$ cat config.mk
export PLATFORM = sky130hd
export DESIGN_NAME = event_driven_mode_controller
export DESIGN_NICKNAME = d
export VERILOG_FILES = /design/src/rtl/edmc_pkg.sv /design/src/rtl/event_driven_mode_controller.sv
export SDC_FILE = /design/constraint.sdc
export NUM_CORES = 2
export LEC_CHECK = 0
export BUFFER_PORTS_ARGS = -buffer_cell sky130_fd_sc_hd__buf_2
export CORE_MARGIN = 5
export CORE_UTILIZATION = 45
export CTS_BUF_LIST = sky130_fd_sc_hd__clkbuf_8
export CTS_CLUSTER_DIAMETER = 150
export DETAILED_ROUTE_END_ITERATION = 16
export PLACE_DENSITY = 0.59
export SLEW_MARGIN = 20
export SYNTH_ARGS = -nofsm -noshare
export SYNTH_HDL_FRONTEND = slang
export SYNTH_SLANG_ARGS = --single-unit
export TNS_END_PERCENT = 10
$ cat constraint.sdc
create_clock -name aclk -period 17.3 [get_ports aclk]
set_input_delay 1.73 -clock aclk [delete_from_list [all_inputs] [get_ports aclk]]
set_output_delay 1.73 -clock aclk [all_outputs]
set_load 0.02 [all_outputs]
$ cat src/rtl/edmc_pkg.sv
// Types, constants and lookup functions shared by the event-driven mode controller.
package edmc_pkg;

    localparam int QUEUE_DEPTH_DEFAULT = 10;
    localparam int NUM_MODES           = 13;
    localparam int STAT_W              = 32;
    localparam int CFG_DATA_W          = 1;

    typedef enum logic [3:0] {
        MODE_INIT        = 4'd0,
        MODE_IDLE        = 4'd1,
        MODE_MANUAL      = 4'd2,
        MODE_CALIBRATION = 4'd3,
        MODE_READY       = 4'd4,
        MODE_HEATING     = 4'd5,
        MODE_EXECUTING   = 4'd6,
        MODE_PAUSED      = 4'd7,
        MODE_NORMAL_EXIT = 4'd8,
        MODE_CAL_ERROR   = 4'd9,
        MODE_HEAT_ERROR  = 4'd10,
        MODE_DATA_ERROR  = 4'd11,
        MODE_LOCK        = 4'd12
    } mode_t;

    typedef enum logic [1:0] {
        CMD_POST    = 2'd0,
        CMD_PROCESS = 2'd1,
        CMD_TICK    = 2'd2,
        CMD_CLEAR   = 2'd3
    } cmd_t;

    typedef enum logic [2:0] {
        ST_OK            = 3'd0,
        ST_QUEUE_FULL    = 3'd1,
        ST_BAD_EVENT     = 3'd2,
        ST_NO_TRANSITION = 3'd3,
        ST_NOTHING       = 3'd4
    } status_t;

    typedef enum logic [1:0] {
        COLOR_YELLOW = 2'd0,
        COLOR_RED    = 2'd1,
        COLOR_ASH    = 2'd2,
        COLOR_OTHER  = 2'd3
    } color_t;

    typedef enum logic [0:0] {
        CFG_RUN_ENABLE   = 1'b0,
        CFG_STATS_ENABLE = 1'b1
    } cfg_reg_t;

    localparam logic [4:0] EV_INIT_DONE           = 5'd0;
    localparam logic [4:0] EV_SELECT_MANUAL       = 5'd1;
    localparam logic [4:0] EV_EXIT_MANUAL         = 5'd2;
    localparam logic [4:0] EV_TASK_SENT           = 5'd3;
    localparam logic [4:0] EV_REQUEST_CALIBRATION = 5'd4;
    localparam logic [4:0] EV_CALIBRATION_SUCCESS = 5'd5;
    localparam logic [4:0] EV_CALIBRATION_ERROR   = 5'd6;
    localparam logic [4:0] EV_CANCEL_TASK         = 5'd7;
    localparam logic [4:0] EV_CALIBRATION_DONE    = 5'd8;
    localparam logic [4:0] EV_TASK_APPROVED       = 5'd9;
    localparam logic [4:0] EV_HEATING_SUCCESS     = 5'd10;
    localparam logic [4:0] EV_HEATING_ERROR       = 5'd11;
    localparam logic [4:0] EV_PAUSE_REQUEST       = 5'd12;
    localparam logic [4:0] EV_TASK_DONE           = 5'd13;
    localparam logic [4:0] EV_DATA_ERROR          = 5'd14;
    localparam logic [4:0] EV_EXIT_REQUEST        = 5'd15;
    localparam logic [4:0] EV_CONTINUE_TASK       = 5'd16;
    localparam logic [4:0] EV_COOLDOWN_COMPLETE   = 5'd17;
    localparam logic [4:0] EV_COOLING_ERROR       = 5'd18;
    localparam logic [4:0] NUM_EVENTS             = 5'd19;

    typedef struct packed {
        cmd_t       cmd;
        logic [4:0] event_code;
        logic [3:0] stat_select;
    } in_item_t;

    typedef struct packed {
        mode_t              mode_now;
        mode_t              mode_before;
        status_t            status;
        logic               fault_flag;
        color_t             color_class;
        logic [STAT_W-1:0]  time_in_mode;
        logic [STAT_W-1:0]  fault_count;
        logic [STAT_W-1:0]  jobs_completed;
        logic [STAT_W-1:0]  selected_duration;
        logic [STAT_W-1:0]  selected_entries;
        logic [3:0]         queue_level;
    } out_item_t;

    typedef struct packed {
        logic  hit;
        mode_t target;
    } trans_t;

    function automatic logic is_fault(input mode_t m);
        is_fault = (m == MODE_CAL_ERROR) || (m == MODE_HEAT_ERROR) ||
                   (m == MODE_DATA_ERROR) || (m == MODE_LOCK);
    endfunction

    function automatic color_t color_of(input mode_t m);
        case (m)
            MODE_INIT:       color_of = COLOR_ASH;
            MODE_MANUAL:     color_of = COLOR_OTHER;
            MODE_CAL_ERROR,
            MODE_HEAT_ERROR,
            MODE_DATA_ERROR: color_of = COLOR_RED;
            default:         color_of = COLOR_YELLOW;
        endcase
    endfunction

    // Fixed transition table
    function automatic trans_t next_mode(input mode_t m, input logic [4:0] ev);
        trans_t t;
        t.hit    = 1'b1;
        t.target = MODE_INIT;
        case (m)
            MODE_INIT: begin
                if (ev == EV_INIT_DONE) t.target = MODE_IDLE;
                else                    t.hit = 1'b0;
            end
            MODE_IDLE: begin
                if (ev == EV_SELECT_MANUAL)            t.target = MODE_MANUAL;
                else if (ev == EV_TASK_SENT)           t.target = MODE_CALIBRATION;
                else if (ev == EV_REQUEST_CALIBRATION) t.target = MODE_CALIBRATION;
                else                                   t.hit = 1'b0;
            end
            MODE_MANUAL: begin
                if (ev == EV_EXIT_MANUAL) t.target = MODE_IDLE;
                else                      t.hit = 1'b0;
            end
            MODE_CALIBRATION: begin
                if (ev == EV_CALIBRATION_SUCCESS)    t.target = MODE_READY;
                else if (ev == EV_CALIBRATION_ERROR) t.target = MODE_CAL_ERROR;
                else                                 t.hit = 1'b0;
            end
            MODE_READY: begin
                if (ev == EV_CANCEL_TASK)           t.target = MODE_IDLE;
                else if (ev == EV_CALIBRATION_DONE) t.target = MODE_IDLE;
                else if (ev == EV_TASK_APPROVED)    t.target = MODE_HEATING;
                else                                t.hit = 1'b0;
            end
            MODE_HEATING: begin
                if (ev == EV_HEATING_SUCCESS)     t.target = MODE_EXECUTING;
                else if (ev == EV_HEATING_ERROR)  t.target = MODE_HEAT_ERROR;
                else                              t.hit = 1'b0;
            end
            MODE_EXECUTING: begin
                if (ev == EV_PAUSE_REQUEST)      t.target = MODE_PAUSED;
                else if (ev == EV_TASK_DONE)     t.target = MODE_NORMAL_EXIT;
                else if (ev == EV_HEATING_ERROR) t.target = MODE_HEAT_ERROR;
                else if (ev == EV_DATA_ERROR)    t.target = MODE_DATA_ERROR;
                else                             t.hit = 1'b0;
            end
            MODE_PAUSED: begin
                if (ev == EV_EXIT_REQUEST)       t.target = MODE_NORMAL_EXIT;
                else if (ev == EV_CONTINUE_TASK) t.target = MODE_HEATING;
                else                             t.hit = 1'b0;
            end
            MODE_NORMAL_EXIT: begin
                if (ev == EV_COOLDOWN_COMPLETE)  t.target = MODE_IDLE;
                else if (ev == EV_COOLING_ERROR) t.target = MODE_HEAT_ERROR;
                else                             t.hit = 1'b0;
            end
            MODE_CAL_ERROR: begin
                if (ev == EV_CALIBRATION_ERROR) t.target = MODE_LOCK;
                else                            t.hit = 1'b0;
            end
            MODE_HEAT_ERROR: begin
                if (ev == EV_HEATING_ERROR) t.target = MODE_LOCK;
                else                        t.hit = 1'b0;
            end
            MODE_DATA_ERROR: begin
                if (ev == EV_DATA_ERROR) t.target = MODE_LOCK;
                else                     t.hit = 1'b0;
            end
            default: t.hit = 1'b0;
        endcase
        next_mode = t;
    endfunction

endpackage

$ cat src/rtl/event_driven_mode_controller.sv
// Event-driven mode controller: event queue, transition table and statistics counters.
// A transaction passes through the input register and then the result register before its
// result is presented on the m side.
// Throughput: one transaction per cycle unless m_ready stalls the result; input accepted while a
// result waits, if the input register is free or drains into the result register in the same cycle.
// Reset (aresetn low, synchronous): mode INIT, queue empty, timer, counters and statistics
// zero, both configuration registers zero. Queue storage is not cleared.
module event_driven_mode_controller #(
    parameter int QUEUE_DEPTH = edmc_pkg::QUEUE_DEPTH_DEFAULT
) (
    input  logic                                aclk,
    input  logic                                aresetn,
    input  logic                                s_valid,
    output logic                                s_ready,
    input  edmc_pkg::in_item_t                  s_data,
    output logic                                m_valid,
    input  logic                                m_ready,
    output edmc_pkg::out_item_t                 m_data,
    input  logic                                cfg_wr_en,
    input  edmc_pkg::cfg_reg_t                  cfg_index,
    input  logic [edmc_pkg::CFG_DATA_W-1:0]     cfg_data
);
    import edmc_pkg::*;

    localparam int IDX_W = $clog2(QUEUE_DEPTH);
    localparam int CNT_W = $clog2(QUEUE_DEPTH + 1);
    localparam int SUM_W = CNT_W + 1;

    // control and state
    logic                  run_enable_reg;
    logic                  stats_enable_reg;
    logic                  in_valid_reg;
    in_item_t              in_data_reg;
    logic                  m_valid_reg;
    out_item_t             m_data_reg;
    out_item_t             m_data_next;

    mode_t                 mode_reg,  mode_next;
    mode_t                 prior_reg, prior_next;
    logic [IDX_W-1:0]      head_reg,  head_next;
    logic [CNT_W-1:0]      count_reg, count_next;
    logic [STAT_W-1:0]     timer_reg, timer_next;
    logic [STAT_W-1:0]     faults_reg, faults_next;
    logic [STAT_W-1:0]     jobs_reg,  jobs_next;
    logic [STAT_W-1:0]     dur_reg   [NUM_MODES];
    logic [STAT_W-1:0]     dur_next  [NUM_MODES];
    logic [STAT_W-1:0]     ent_reg   [NUM_MODES];
    logic [STAT_W-1:0]     ent_next  [NUM_MODES];

    logic [4:0]            queue_mem [QUEUE_DEPTH];
    logic [4:0]            head_data_reg;

    logic                  advance;
    logic                  fire;
    logic                  post_ok;
    logic                  do_trans;
    status_t               status;
    trans_t                trans;
    logic [SUM_W-1:0]      tail_sum;
    logic [IDX_W-1:0]      tail;
    logic [CNT_W+3:0]      level_ext;

    assign advance = !m_valid_reg || m_ready;
    assign fire    = in_valid_reg && advance;
    assign s_ready = !in_valid_reg || advance;
    assign m_valid = m_valid_reg;
    assign m_data  = m_data_reg;

    assign tail_sum = SUM_W'(head_reg) + SUM_W'(count_reg);
    assign tail     = (tail_sum >= SUM_W'(QUEUE_DEPTH)) ?
                      IDX_W'(tail_sum - SUM_W'(QUEUE_DEPTH)) : IDX_W'(tail_sum);
    assign trans    = next_mode(mode_reg, head_data_reg);

    always_comb begin
        status      = ST_OK;
        post_ok     = 1'b0;
        do_trans    = 1'b0;
        mode_next   = mode_reg;
        prior_next  = prior_reg;
        head_next   = head_reg;
        count_next  = count_reg;
        timer_next  = timer_reg;
        faults_next = faults_reg;
        jobs_next   = jobs_reg;
        for (int i = 0; i < NUM_MODES; i++) begin
            dur_next[i] = dur_reg[i];
            ent_next[i] = ent_reg[i];
        end
        if (fire) begin
            case (in_data_reg.cmd)
                CMD_POST: begin
                    if (in_data_reg.event_code >= NUM_EVENTS) begin
                        status = ST_BAD_EVENT;
                    end else if (count_reg == CNT_W'(QUEUE_DEPTH)) begin
                        status = ST_QUEUE_FULL;
                    end else begin
                        post_ok    = 1'b1;
                        count_next = count_reg + CNT_W'(1);
                    end
                end
                CMD_PROCESS: begin
                    if (!run_enable_reg || count_reg == '0) begin
                        status = ST_NOTHING;
                    end else begin
                        head_next  = (head_reg == IDX_W'(QUEUE_DEPTH - 1)) ?
                                     '0 : head_reg + IDX_W'(1);
                        count_next = count_reg - CNT_W'(1);
                        if (trans.hit) begin
                            do_trans = 1'b1;
                        end else begin
                            status = ST_NO_TRANSITION;
                        end
                    end
                end
                CMD_TICK: begin
                    timer_next = timer_reg + STAT_W'(1);
                end
                CMD_CLEAR: begin
                    for (int i = 0; i < NUM_MODES; i++) begin
                        dur_next[i] = '0;
                        ent_next[i] = '0;
                    end
                    faults_next = '0;
                    jobs_next   = '0;
                end
                default: begin
                    status = ST_OK;
                end
            endcase
        end
        if (do_trans) begin
            if (stats_enable_reg) begin
                dur_next[mode_reg]     = dur_reg[mode_reg] + timer_reg;
                ent_next[trans.target] = ent_reg[trans.target] + STAT_W'(1);
                if (is_fault(trans.target)) begin
                    faults_next = faults_reg + STAT_W'(1);
                end
                if (trans.target == MODE_IDLE && mode_reg == MODE_NORMAL_EXIT) begin
                    jobs_next = jobs_reg + STAT_W'(1);
                end
            end
            prior_next = mode_reg;
            mode_next  = trans.target;
            timer_next = '0;
        end
    end

    assign level_ext = {4'b0000, count_next};

    always_comb begin
        m_data_next.mode_now       = mode_next;
        m_data_next.mode_before    = prior_next;
        m_data_next.status         = status;
        m_data_next.fault_flag     = is_fault(mode_next);
        m_data_next.color_class    = color_of(mode_next);
        m_data_next.time_in_mode   = timer_next;
        m_data_next.fault_count    = faults_next;
        m_data_next.jobs_completed = jobs_next;
        m_data_next.queue_level    = level_ext[3:0];
        if (in_data_reg.stat_select < 4'(NUM_MODES)) begin
            m_data_next.selected_duration = dur_next[in_data_reg.stat_select];
            m_data_next.selected_entries  = ent_next[in_data_reg.stat_select];
        end else begin
            m_data_next.selected_duration = '0;
            m_data_next.selected_entries  = '0;
        end
    end

    // handshake and configuration
    always_ff @(posedge aclk) begin
        if (!aresetn) begin
            in_valid_reg     <= 1'b0;
            m_valid_reg      <= 1'b0;
            run_enable_reg   <= 1'b0;
            stats_enable_reg <= 1'b0;
        end else begin
            if (s_valid && s_ready) begin
                in_valid_reg <= 1'b1;
            end else if (advance) begin
                in_valid_reg <= 1'b0;
            end
            if (advance) begin
                m_valid_reg <= in_valid_reg;
            end
            if (cfg_wr_en) begin
                case (cfg_index)
                    CFG_RUN_ENABLE:   run_enable_reg   <= cfg_data[0];
                    CFG_STATS_ENABLE: stats_enable_reg <= cfg_data[0];
                    default:          run_enable_reg   <= run_enable_reg;
                endcase
            end
        end
    end

    always_ff @(posedge aclk) begin
        if (s_valid && s_ready) begin
            in_data_reg <= s_data;
        end
        if (fire) begin
            m_data_reg <= m_data_next;
        end
    end

    // controller state
    always_ff @(posedge aclk) begin
        if (!aresetn) begin
            mode_reg   <= MODE_INIT;
            prior_reg  <= MODE_INIT;
            head_reg   <= '0;
            count_reg  <= '0;
            timer_reg  <= '0;
            faults_reg <= '0;
            jobs_reg   <= '0;
            for (int i = 0; i < NUM_MODES; i++) begin
                dur_reg[i] <= '0;
                ent_reg[i] <= '0;
            end
        end else begin
            mode_reg   <= mode_next;
            prior_reg  <= prior_next;
            head_reg   <= head_next;
            count_reg  <= count_next;
            timer_reg  <= timer_next;
            faults_reg <= faults_next;
            jobs_reg   <= jobs_next;
            for (int i = 0; i < NUM_MODES; i++) begin
                dur_reg[i] <= dur_next[i];
                ent_reg[i] <= ent_next[i];
            end
        end
    end

    // event queue; the head entry is prefetched, with bypass of a post into an empty queue
    always_ff @(posedge aclk) begin
        if (post_ok) begin
            queue_mem[tail] <= in_data_reg.event_code;
        end
        if (post_ok && tail == head_next) begin
            head_data_reg <= in_data_reg.event_code;
        end else begin
            head_data_reg <= queue_mem[head_next];
        end
    end

    assert property (@(posedge aclk) disable iff (!aresetn)
        count_reg <= CNT_W'(QUEUE_DEPTH))
        else $error("queue count beyond depth");

    assert property (@(posedge aclk) disable iff (!aresetn)
        do_trans |=> (timer_reg == '0) && (prior_reg == $past(mode_reg)))
        else $error("transition did not restart timer or record prior mode");

    assert property (@(posedge aclk) disable iff (!aresetn)
        m_valid_reg |-> (m_data_reg.fault_flag == is_fault(m_data_reg.mode_now)))
        else $error("fault flag disagrees with reported mode");

    assert property (@(posedge aclk) disable iff (!aresetn)
        (fire && in_data_reg.cmd == CMD_POST && status == ST_OK) |=>
        (count_reg == $past(count_reg) + CNT_W'(1)))
        else $error("accepted post not counted");

endmodule
==> summary by stage <==
Layout
From synthesis to final layout, the design area changed by 9.91%. Leaving out fill and tap cells, the most frequent cells in the layout are sky130_fd_sc_hd__dfxtp_1 (948), sky130_fd_sc_hd__o21ai_0 (678), sky130_fd_sc_hd__nand3_1 (657). Fill cells in the final layout number about 13000.

Leaving out fill and tap cells, the most frequent cell in the layout is sky130_fd_sc_hd__dfxtp_1. At the end of the flow, the number of nets in the layout was slightly below 7000. The final core utilization is slightly below 50%.

Of the cells placed in the final design, the portion with a size suffix greater than 1 is 14.1%.

Die
Once the floorplan was initialized, standard cells occupied roughly 45% of the core. The height of the die is about 380 microns. The top-level port count is just under 200. The overall die area is about 0.14 sq mm. The floorplan step defined a core boundary enclosing 0.137 sq mm. The die width is 381 microns. The count of standard-cell rows is 136.

Global route
The number of global-route vias before repair is approximately 53000. The met1 demand-to-capacity share in global routing is between 40 and 50%. In the global route stage, overall resource usage came out at between 30% and 40%. Summed over all layers, the global routing overflow is 0. The layer flagged by global routing as most heavily used is met2.

The fraction of met3 tracks used by global routing is under 10%. The initial antenna violation count is 11. The met2 track demand over resource in global routing is ~47%. The global-route wire length before repair is approximately 350000 microns. Entering global routing, the biggest net connects 170 pins.

Clock tree
In this run, CTS created clock tree buffers numbering approximately 200. The clock tree root buffer cell is sky130_fd_sc_hd__clkbuf_8. The total clock sinks is about 1200.

The number of buffers inserted by hold repair at cts is 0. The clock insertion delay at the later pin of the skew report is 0.98 ns. After clock tree synthesis, the repair step resized 0 gates. The number of setup buffers added after CTS is 0. The clock passes through at most 3 buffers. TritonCTS built the clock tree. The clock transition at the registers of the reported paths is about 0.070 ns. The count of H-tree levels built during CTS is 4.

STA
The setup TNS is 0 ns. Of the available clock period, the critical path in the final layout requires a little over half. The final hold violation count is 0. The worst relative slew slack is approximately 15%. For the final database, setup skew stands at 0.0667 ns. The routed design could run at a clock period as short as 9.04 ns.

The count of endpoints failing setup in the final report is 0. The highest achievable clock rate is 111 MHz. The number of pins exceeding their max-slew limit in the final report was 0. Setup repair after global routing left no endpoint under its margin. The slew of the pin with the lowest slew margin is approximately 1.3 ns.

Synth
The post-synthesis cell count is just under 7000. Synthesis instantiated 107 different standard cells from the library. In this run, synthesis produced a sequential element count of roughly 1200. The Yosys step of the flow raised 0 warnings. The post-synthesis area per instance is 8.99 sq um. The top-area cell type share of the netlist area is roughly 31%.

The post-synthesis sequential area ratio is 42.4%. The number of nets handed over by synthesis was between 6000 and 7000. The largest total area in the synthesized netlist belongs to sky130_fd_sc_hd__dfxtp_1. Yosys mapped a number of flops with a built-in enable equal to around 240.

For this run, the leading register cell type out of synthesis is sky130_fd_sc_hd__dfxtp_1. The post-synthesis async set-or-reset flop share is 0%. The post-synthesis instance area is approximately 0.062 sq mm. Yosys attributes the largest share of cell area to sky130_fd_sc_hd__dfxtp_1 (31%), sky130_fd_sc_hd__edfxtp_1 (12%), sky130_fd_sc_hd__mux4_2 (7.4%).

Route
In this run, the number of DRC markers left after iteration 0 of detailed routing was around 7400. The DRC violation count after routing is 0. The average detailed-routed wire length per instance is ~27 microns. In the routed layout, each cell is associated on average with a via count of about 6.4.

The routed wire length is 238000 microns. The count of antenna-violating nets left after detailed routing is 0. The count of vias placed by the detailed router is 56100. The detailed-router iteration count before antenna repair is 7.

Place
The global placement routability congestion is roughly 0.96. Summed over all nets, the half-perimeter wirelength after detailed placement is 144000 microns. The count of buffers from port buffering is about 200.

Worst setup path
Walking the worst path, the cells encountered are buf_4 -> mux2i_1 -> a22o_1 -> o31ai_4 -> nor2_1 -> a32oi_2 -> nand2_1 -> nor2_4 -> buf_4 -> nor2_2 -> buf_4 -> a221oi_1 -> and4_1 -> nand4_1 -> nor4_4 -> nand3_1 -> xor2_1 -> inv_1 -> a222oi_1 -> o21ai_0 -> or3_1. The data arrival time of the worst path is 9.75 ns. The worst setup path is launched from a flip-flop. The most common cell type on the critical path is sky130_fd_sc_hd__buf_4. The category of the critical setup timing path is flip-flop to flip-flop. The worst setup path is captured at a flip-flop. The delay of the slowest critical-path stage is 0.85 ns. Along the worst path, the maximum fanout reaches 25. The largest individual stage delay along the critical path comes from the cell sky130_fd_sc_hd__xor2_1. The endpoint required time on the critical path is about 18 ns.

Run status
The run finished with clean final reports.

Min path
The tightest min-delay check is of the flip-flop to flip-flop type.

Power
For this design the static power due to leakage is approximately 24 nW. The power per standard cell area is between 80 and 90 mW/mm^2. The worst-case IR drop observed on VDD is about 70 uV.

Flow run
The total of max-cap violations is 0.
==> layer usage <==
layer / routed length [microns] / part of all wire [%] / vias up
met4: 12300 / 5.2 / 6
li1: - / - / 25000
met1: 97100 / 41 / 26900
met2: 100000 / 42 / 3491
met5: 41 / 0.017 / -
met3: 28100 / 12 / 754
==> cell usage after synthesis (all sizes together) (52+ instances only) <==
library cell / instances
buf: 155
and3: 119
nand2: 317
nand3: 678
nor3: 84
a31oi: 254
mux4: 203
xnor2: 52
o22ai: 87
mux2i: 86
edfxtp: 239
dfxtp: 952
o21ai: 692
nor2: 523
a21oi: 220
clkbuf: 504
and2: 638
nor2b: 266
==> where the power goes <==
| part | switching, mW | internal (mW) |
|---|---|---|
| sequential | 0.0135 | 2.85 |
| clock | 1.25 | 1.30 |
| combinational | 0.235 | 0.0701 |
| total | 1.49 | 4.23 |
==> area by class of cell <==
cell class | count | area, sq um | area share [%]
clock inverter | 144 | 825 | 1.21
multi-input combinational | 4983 | 33100 | 48.7
clock buffer | 231 | 3180 | 4.68
timing repair buffer | 355 | 2210 | 3.25
tap | 1794 | 2240 | 3.30
inverter | 46 | 173 | 0.254
antenna | 1 | 2.50 | 0.00368
sequential | 1191 | 26200 | 38.6
==> path summary, 6_finish.rpt <==
check	start	end	slack (ns)	cells after the start
max reg2reg	flip-flop	m_data[23]	8.26	21
min reg2reg	dur_reg[12][30]	dur_reg[12][30]	0.49	1
min	dur_reg[12][30]	dur_reg[12][30]	0.49	1
max	flip-flop	m_data[23]	8.26	21
==> cell families after synthesis <==
logic type               share of synthesized area (%)
buffers and inverters                             4.62
adder cells (fa/ha/maj)                          0.935
multiplexers                                      9.35
XOR/XNOR                                          1.43
AND/OR/NAND/NOR                                   23.7
AO/OA/AOI/OAI                                     17.5
flip-flops                                        42.4
==> critical path, delay by kind of cell, from the launching register on <==
family / cells / cell delay (ns)
AND/OR/NAND/NOR: 9 / 3.90
AO/OA/AOI/OAI: 6 / 2.28
buffers and inverters: 4 / 1.32
XOR/XNOR: 1 / 0.85
flip-flops: 1 / 0.31
multiplexers: 1 / 0.13
==> metrics by stage <==
step	total power [mW]	hold WS, ns	setup slack (ns)	instances	cell area (sq um)
2_1_floorplan	3.10	0.452	4.20	6879	61900
3_3_place_gp	3.22	0.479	8.54	8368	63900
3_5_place_dp	3.22	0.485	8.53	8369	63900
4_1_cts	5.75	0.496	8.51	8744	67900
5_1_grt	5.89	0.504	7.91	8745	68000
6_report	5.72	0.495	8.26	8745	68000
No activity file was read; power rests on OpenSTA's default activity.
